### src/ptsd_pkg.sv
`timescale 1ns / 1ps

package ptsd_pkg;

  // Geometry of one pixel: four subsamples of three color channels.
  localparam int NUM_LANES = 4;
  localparam int NUM_CH    = 3;

  // Default subsample width (unsigned, 8 fraction bits).
  localparam int SAMPLE_BITS_DEF = 16;

  // Configuration register widths.
  localparam int GAIN_W    = 16;
  localparam int SAT_W     = 12;
  localparam int INV_SAT_W = SAT_W + 1;
  localparam int CFG_IDX_W = 1;
  localparam int CFG_W     = GAIN_W;

  // Configuration register indexes.
  typedef enum logic [CFG_IDX_W-1:0] {
    REG_GAIN = 1'b0,
    REG_SAT  = 1'b1
  } cfg_reg_t;

  // Reset values of the registers (1.0 in their formats).
  localparam logic signed [GAIN_W-1:0] GAIN_RESET = 16'sd256;
  localparam logic signed [SAT_W-1:0]  SAT_RESET  = 12'sd256;
  localparam logic signed [INV_SAT_W-1:0] SAT_ONE = 13'sd256;

  // Scaled channel: saturated to +/-(2^39 - 1), 16 fraction bits.
  localparam int X_W = 40;
  localparam longint X_LIMIT = (64'sd1 <<< (X_W - 1)) - 64'sd1;

  // Brightness weights, 16 fraction bits, red/green/blue.
  localparam int WEIGHT_W = 17;
  localparam logic signed [WEIGHT_W-1:0] WEIGHTS [NUM_CH] = '{
    17'sd19595, 17'sd38273, 17'sd9437
  };
  localparam int WP_W   = X_W + WEIGHT_W;
  localparam int WSUM_W = WP_W + 2;
  localparam int Y_FRAC = 16;
  localparam int Y_W    = WSUM_W - Y_FRAC;

  // Blend products and sum, 24 fraction bits.
  localparam int SX_W = X_W + SAT_W;
  localparam int TY_W = Y_W + INV_SAT_W;
  localparam int BL_W = TY_W + 1;

  // Clamped channel 0..2^24 and the four-lane sum.
  localparam int V_W   = 25;
  localparam int ACC_W = V_W + 2;
  localparam logic [V_W-1:0] V_ONE = 25'h100_0000;

  // Scale by 255 and keep the integer part of sum / 4.
  localparam int SCL_W   = ACC_W + 8 - 1;
  localparam int PIX_W   = 8;
  localparam int PIX_LSB = 26;

  // Pipeline depth.
  localparam int LANE_STAGES  = 6;
  localparam int MERGE_STAGES = 2;
  localparam int NUM_STAGES   = LANE_STAGES + MERGE_STAGES;

endpackage

### src/ptsd_merge.sv
`timescale 1ns / 1ps

module ptsd_merge (
  input  logic                              clk,
  input  logic [ptsd_pkg::MERGE_STAGES-1:0] stage_en,
  input  logic [ptsd_pkg::V_W-1:0]          lane_v [ptsd_pkg::NUM_LANES][ptsd_pkg::NUM_CH],
  output logic [ptsd_pkg::PIX_W-1:0]        pix    [ptsd_pkg::NUM_CH]
);
  import ptsd_pkg::*;

  logic [ACC_W-1:0] acc_nxt [NUM_CH];
  logic [ACC_W-1:0] acc_r   [NUM_CH];
  logic [SCL_W-1:0] scl     [NUM_CH];
  logic [PIX_W-1:0] pix_r   [NUM_CH];

  // Sum of the four clamped subsamples, then times 255.
  always_comb begin
    for (int c = 0; c < NUM_CH; c++) begin
      acc_nxt[c] = ACC_W'(lane_v[0][c]) + ACC_W'(lane_v[1][c])
                 + ACC_W'(lane_v[2][c]) + ACC_W'(lane_v[3][c]);
      scl[c] = SCL_W'({acc_r[c], 8'b0}) - SCL_W'(acc_r[c]);
    end
  end

  // Accumulator stage and output register.
  always_ff @(posedge clk) begin
    for (int c = 0; c < NUM_CH; c++) begin
      if (stage_en[0]) begin
        acc_r[c] <= acc_nxt[c];
      end
      if (stage_en[1]) begin
        pix_r[c] <= scl[c][PIX_LSB +: PIX_W];
      end
    end
  end

  assign pix = pix_r;

endmodule
### config.mk
export PLATFORM = sky130hd
export DESIGN_NAME = ptsd_merge
export DESIGN_NICKNAME = d
export VERILOG_FILES = /design/src/ptsd_pkg.sv /design/src/ptsd_merge.sv
export SDC_FILE = /design/constraint.sdc
export NUM_CORES = 1
export LEC_CHECK = 0
export BUFFER_PORTS_ARGS = -buffer_cell sky130_fd_sc_hd__buf_2
export CAP_MARGIN = 25
export CORE_ASPECT_RATIO = 0.7
export CORE_UTILIZATION = 50
export DETAILED_ROUTE_END_ITERATION = 16
export MAX_ROUTING_LAYER = met4
export PLACE_DENSITY = 0.75
export SLEW_MARGIN = 20
export SYNTH_ARGS = -nofsm -noshare
export SYNTH_HDL_FRONTEND = slang
export SYNTH_SLANG_ARGS = --single-unit
### constraint.sdc
create_clock -name clk -period 5.2 [get_ports clk]
set_input_delay 1.04 -clock clk [delete_from_list [all_inputs] [get_ports clk]]
set_output_delay 1.04 -clock clk [all_outputs]
set_load 0.005 [all_outputs]
Yosys cells after proc, flatten, opt, wreduce, memory -nomap -nowiden
Memory sizes are Yosys's and may differ from the RTL's.
Index checks and enable logic that the tools add are counted.
{ "classes": {"n_mux": 2, "addsub": 12} }
{ "ops": {"columns": ["op", "n"], "rows": [
  ["34-bit by 27-bit subtractor with 34-bit output", 3],
  ["26-bit by 25-bit adder with 27-bit output", 3],
  ["27-bit by 25-bit adder with 27-bit output", 3],
  ["25-bit by 25-bit adder with 26-bit output", 3],
  ["1-bit 2-to-1 mux", 2]
]} }
{ "totals": {"mem_count": 1, "in_bits": 303, "ff_bits": 24, "ramBits": 81, "output_inout_bits": 24} }
{ "mem_list": {"columns": ["name", "words", "width", "rd", "rd_clocked_by_memory_dff", "wr", "line_no", "text"], "rows": [
  ["acc_r", 3, 27, 3, 0, 3, "ptsd_merge.sv:12", "logic [ACC_W-1:0] acc_r [NUM_CH];"]
]} }

Depth between registers and ports, before layout
Gate-level depths: netlist (run 1).
{ "depth": {"word_depth": 3, "mapped_depth": 15, "ltp_nobuf": 15} }

Worst setup path after synthesis (run 1)
OpenSTA, ideal clock, no wires.
{ "synth_path": {"kind": "input -> register", "startpoint": "in lane_v[26] (netlist name)", "endpoint": "mem acc_r[0][50] (netlist name), data pin", "setup_slack_ns": 0.954, "arrival_ns": 3.983, "path_stages": 15, "setup_ns": 0.264, "required_time_ns": 4.936, "cell_sequence": "inv_1 > fa_1 > fa_1 > inv_1 > ha_1 > inv_1 > fa_1 > nor2b_1 > o31a_1 > o41ai_2 > o31ai_1 > a21o_1 > a21oi_1 > a31oi_1 > xor2_1"} }
{ "synth_lines": {"columns": ["element", "line_no", "text"], "rows": [
  ["start, declared", "ptsd_merge.sv:6", "input logic [ptsd_pkg::V_W-1:0] lane_v [ptsd_pkg::NUM_LANES][ptsd_pkg::NUM_CH],"],
  ["end, declared", "ptsd_merge.sv:12", null]
]} }

==> results.json, run 1 <==
{
  "tightest_slew_ns": 0.684,
  "cap_violations": 0,
  "cts_tree": "built",
  "cts_buffers": 9,
  "drc": 0,
  "synth_cells": 1485,
  "synth_area_per_cell_um2": 9.10,
  "synth_commonest_cells": "inv_1 (493), fa_1 (150), ha_1 (135)",
  "vias": 10746,
  "drv_slew": 0,
  "rsz0062_at_grt": "false",
  "cp-end-kind": "flop",
  "fin_area_um2": 15900,
  "grt_pass1_wl_mm": 49.0,
  "drt-total-wl_mm": 29.7,
  "synthToLayoutAreaGrowth_pct": 17.6,
  "grt_start_max_net_pins": 82,
  "min_period_ns": 4.38,
  "fin_nets": 2405,
  "syn-num-nets": 2073,
  "cts_max_path_buffers": 2,
  "p_per_area_nw_per_um2": 444,
  "gp_congestion": 0.905,
  "diodes": 0,
  "synth_warnings": 0,
  "via_per_inst": 4.93,
  "fin_setup_tns_ns": 0,
  "antenna_found_initial": 0,
  "wl_per_cell_um": 13.6,
  "max_slew_margin_pct": 53.2,
  "path_max_fanout": 4,
  "drive_gt1_share_pct": 19.6,
  "yosys_register_bits": 105,
  "fin_crit_sh_pct": 84.3,
  "hold_violations": 0,
  "synthDistinctLibCells": 68,
  "fp.dieArea_um2": 27700,
  "die_w_um": 198,
  "h-tree-depth": 3,
  "drt_pre_antenna_iters": 4,
  "vdd_drop_max_mv": 0.249,
  "netlist_area_um2": 13500,
  "synth_edf_count": 105,
  "grt.total_usage_pct": 22.6,
  "detail_route.iter0.violations": 452,
  "synthArstFlopShare_pct": 0,
  "leakagePower_nw": 8.82,
  "outcome": "finished clean",
  "worstHoldPathType": "flop to flop",
  "antenna_left": 0,
  "grt-ovfl-total": 0,
  "first_global_vias": 10623,
  "top_level_ports": 327,
  "clkSinkCount": 105,
  "num_rows": 49,
  "start_kind": "input pin",
  "ff2ff_setup_slack_ns": 2.16,
  "synth.most_common_cell": "inv_1",
  "post_dp_cell_area_um2": 15600,
  "start_util_pct": 51.7,
  "fin_worst_skew_ns": 0.0109,
  "cp_cell_sequence": "buf_2 > inv_1 > fa_1 > fa_1 > inv_1 > ha_1 > inv_1 > fa_1 > nor2b_1 > o31a_1 > o41ai_2 > o31ai_1 > a21o_1 > a21oi_1 > a31oi_1 > xor2_1",
  "synth.area.top_cells": "edfxtp_1 (23%), fa_1 (22%), inv_1 (14%)",
  "postCtsSetupBuffers": 0,
  "dp_hpwl_mm": 25.8,
  "fp.coreArea_um2": 26100,
  "crit_type": "input pin to flop",
  "clkLatencyLatePin_ns": 0.35,
  "cts-root-buf": "clkbuf_16",
  "cts_resized": 0,
  "port_buffers": 326,
  "fp.dieH_um": 140,
  "cts_hold_buf": 0,
  "path_clk_slew_ns": 0.08,
  "synth-seq-area-share_pct": 23.3,
  "cp.arrival_ns": 4.48,
  "fmax_ghz": 0.228,
  "required_ns": 5.29,
  "finalSetupViolations": 0,
  "synth_ff_type": "edfxtp_1",
  "cp_slowest_cell": "fa_1",
  "yosysTopAreaCellShare_pct": 23.3,
  "synth_top_area_cell": "edfxtp_1",
  "cp_slowest_stage_delay_ns": 0.56
}
==> cell type report <==
cell class	instances	area, µm²
fillers	2276	10200
clock buffers	9	225
well taps	357	447
inverters	493	1850
multi-input cells	881	8490
flip-flops and latches	105	3150
clock inverters	7	75.1
repair buffers	327	1650
==> metal layers <==
metal / up-vias / part of all wire [%] / track usage (%) / routed length [µm]
li1: 5424 / - / - / -
met1: 5017 / 49 / 31.4 / 14500
met2: 276 / 45 / 35.6 / 13400
met3: 29 / 4.6 / 2.91 / 1380
met4: 0 / 1.3 / 4.41 / 378
met5: - / 0 / - / 0
==> per-stage QoR <==
step	power (mW)	utilization, %	hold slack [ns]	std cells	setup WS, ns
CTS	7.05	60.8	0.624	2178	0.825
global placement	6.19	59.6	0.593	2162	0.569
floorplan	5.14	-	0.539	1485	0.954
finish	7.06	60.8	0.620	2179	0.817
detailed placement	6.30	59.6	0.601	2162	0.471
global route	7.74	60.8	0.654	2179	0.582
==> power breakdown <==
group          switching, mW  total (mW)  internal, mW  leakage, nW
sequential             0.266        1.82          1.55         1.03
combinational           2.49        4.54          2.04         7.64
clock                  0.330       0.710         0.380        0.151
==> placed cells by master, fill, tap and decap left out, types with 49 or more instances in the layout <==
cell,n
inv_1,493
buf_2,325
fa_1,150
ha_1,135
edfxtp_1,105
a21oi_1,91
a21o_1,68
o21ai_0,56
xnor2_1,56
nor2_1,50
nand2_1,49
==> worst paths after layout <==
check / startpoint / end / cells after the start
hold reg to reg: acc_r[0][51] / pix[14] / 2
setup / recovery: lane_v[26] / acc_r[0][50] / 16
hold / removal: acc_r[0][51] / pix[14] / 2
setup reg to reg: acc_r[0][46] / pix[14] / 10
==> sequential cells by signal (all words and copies together) (netlist names) <==
name   count
acc_r     81
pix       24
==> cell families (layout without fill, tap and decap cells) <==
logic type | count (synthesis) | in the layout | synth area share (%)
compound gates | 323 | 323 | 15.8
fa+ha+maj | 285 | 285 | 34.7
xor+xnor | 75 | 75 | 4.86
simple gates | 197 | 197 | 7.31
buf+inv | 499 | 836 | 13.9
mux | 1 | 1 | 0.0741
flops | 105 | 105 | 23.3
==> critical path, delay by kind of cell <==
family / cells / cell delay, ns
simple gates: 1 / 0.17
buf+inv: 4 / 0.25
compound gates: 6 / 1.35
fa+ha+maj: 4 / 1.57
xor+xnor: 1 / 0.10
(Power assumes the default switching activity.)
==> inputs of run 2 (changes only) <==
clock period = 4.3 ns   (was 5.2 ns; I/O delays follow)
==> results.json, run 2 (synthesis gave the netlist of run 1 again) <==
{
  "outcome": "finished clean",
  "rsz0062_at_grt": "false",
  "crit_type": "input pin to flop",
  "postCtsSetupBuffers": 0,
  "cp-end-kind": "flop",
  "drv_slew": 0,
  "multi_input_area_um2": 8490,
  "cp.arrival_ns": 4.14,
  "drc": 0,
  "vdd_drop_max_mv": 0.248,
  "antenna_left": 0,
  "clkSinkCount": 105,
  "top_level_ports": 327,
  "wl_per_cell_um": 13.7,
  "hold_violations": 0,
  "fin_nets": 2427,
  "clkLatencyLatePin_ns": 0.34,
  "required_ns": 4.39,
  "layout.area.seq_um2": 3150,
  "largest_reg_flops": 81,
  "fin_crit_sh_pct": 94.3,
  "post_dp_cell_area_um2": 15700,
  "fp.dieArea_um2": 27700,
  "filler_cell_count": 2305,
  "fin_cells": 2202,
  "antenna_found_initial": 1,
  "via_per_inst": 4.91,
  "grt_start_max_net_pins": 82,
  "vias": 10807,
  "holdWs_ns": 0.618,
  "cts_tree": "built",
  "drt-total-wl_mm": 30.1,
  "fp.coreArea_um2": 26100,
  "fin_area_um2": 16000,
  "mostFrequentLayoutCells": "inv_1 (493), buf_2 (325), fa_1 (150), ha_1 (135), edfxtp_1 (105)",
  "first_global_vias": 10796,
  "p_per_area_nw_per_um2": 539,
  "grt_pass1_wl_mm": 49.9,
  "synthToLayoutAreaGrowth_pct": 18.7,
  "cts_resized": 0,
  "start_kind": "input pin",
  "detail_route.iter0.violations": 534,
  "cts_hold_buf": 0,
  "placed_cells": 2184,
  "path_clk_slew_ns": 0.08,
  "cts_buffers": 9,
  "final_common_cell": "inv_1",
  "path_max_fanout": 3,
  "fin_worst_skew_ns": 0.0117,
  "finalSetupViolations": 0,
  "tightest_slew_ns": 0.658,
  "worstHoldPathType": "flop to flop",
  "cts_max_path_buffers": 2,
  "port_buffers": 326,
  "grt.total_usage_pct": 23.0,
  "dp_hpwl_mm": 26.2,
  "fmax_ghz": 0.246,
  "utilization_pct": 61.4,
  "fp.dieH_um": 140,
  "fin_setup_tns_ns": 0,
  "max_slew_margin_pct": 56.1,
  "cts-root-buf": "clkbuf_16",
  "die_w_um": 198,
  "h-tree-depth": 3,
  "leakagePower_nw": 8.91,
  "num_rows": 49,
  "min_period_ns": 4.06,
  "largest-register": "acc_r",
  "drive_gt1_share_pct": 20.6,
  "cap_violations": 0,
  "gp_congestion": 0.921,
  "grt-ovfl-total": 0,
  "drt_pre_antenna_iters": 5,
  "start_util_pct": 51.7
}
==> run 2: changes by cell type in the layout (fill, tap and decap cells not counted), sizes merged <==
cell,delta
buf,+22
bufinv,-1
clkinv,+1
clkinvlp,+1
diode,+1
inv,-1
==> run 2: path summary, 6_finish.rpt <==
path           startpoint            to  slack (ns)  cells after the start
min          acc_r[0][46]        pix[9]        0.62                      1
max reg2reg  acc_r[0][38]       pix[14]        1.43                      9
min reg2reg  acc_r[0][46]        pix[9]        0.62                      1
max            lane_v[51]  acc_r[0][23]        0.24                     14
==> run 2: power by group <==
part	total, mW	switching, mW	leakage, nW	internal, mW
Clock	0.806	0.406	0.136	0.401
Sequential	2.21	0.334	1.03	1.87
Combinational	5.63	3.06	7.75	2.56
Total	8.64	3.80	8.91	4.84
==> run 2: metrics by stage <==
stage                     total power [mW]  setup slack (ns)
final                                 8.64             0.243
after CTS                             8.64             0.282
after global placement                7.60          -0.00556
after global routing                  9.49            0.0345
after floorplan                       6.22             0.234
after detailed placement              7.78           -0.0974
==> run 2: layout make-up <==
cell class / instances / share of cell area (%)
timing repair buffer: 349 / 11.3
sequential: 105 / 19.7
tap: 357 / 2.79
clock buffer: 9 / 1.40
antenna: 1 / 0.0156
clock inverter: 7 / 0.335
multi-input combinational: 881 / 52.9
inverter: 493 / 11.5
==> run 2: per-layer routing <==
| layer | vias to the layer above | share of wire, % | wire (µm) | global-route usage (%) |
|---|---|---|---|---|
| li1 | 5464 | - | - | - |
| met1 | 5007 | 49 | 14700 | 32.5 |
| met2 | 307 | 45 | 13500 | 35.8 |
| met3 | 29 | 4.8 | 1450 | 2.88 |
| met4 | 0 | 1.3 | 391 | 4.13 |
| met5 | - | 0 | 0 | - |
==> run 2: worst max-delay path: stages <==
cell      delay (ns)
buf_2           0.11
fa_1            0.50
fa_1            0.50
ha_1            0.17
inv_1           0.07
fa_1            0.44
nor2b_1         0.18
o31a_1          0.19
o31ai_2         0.09
a21oi_1         0.23
a31oi_1         0.20
a211oi_1        0.30
mux2i_1         0.21
o21ai_0         0.11
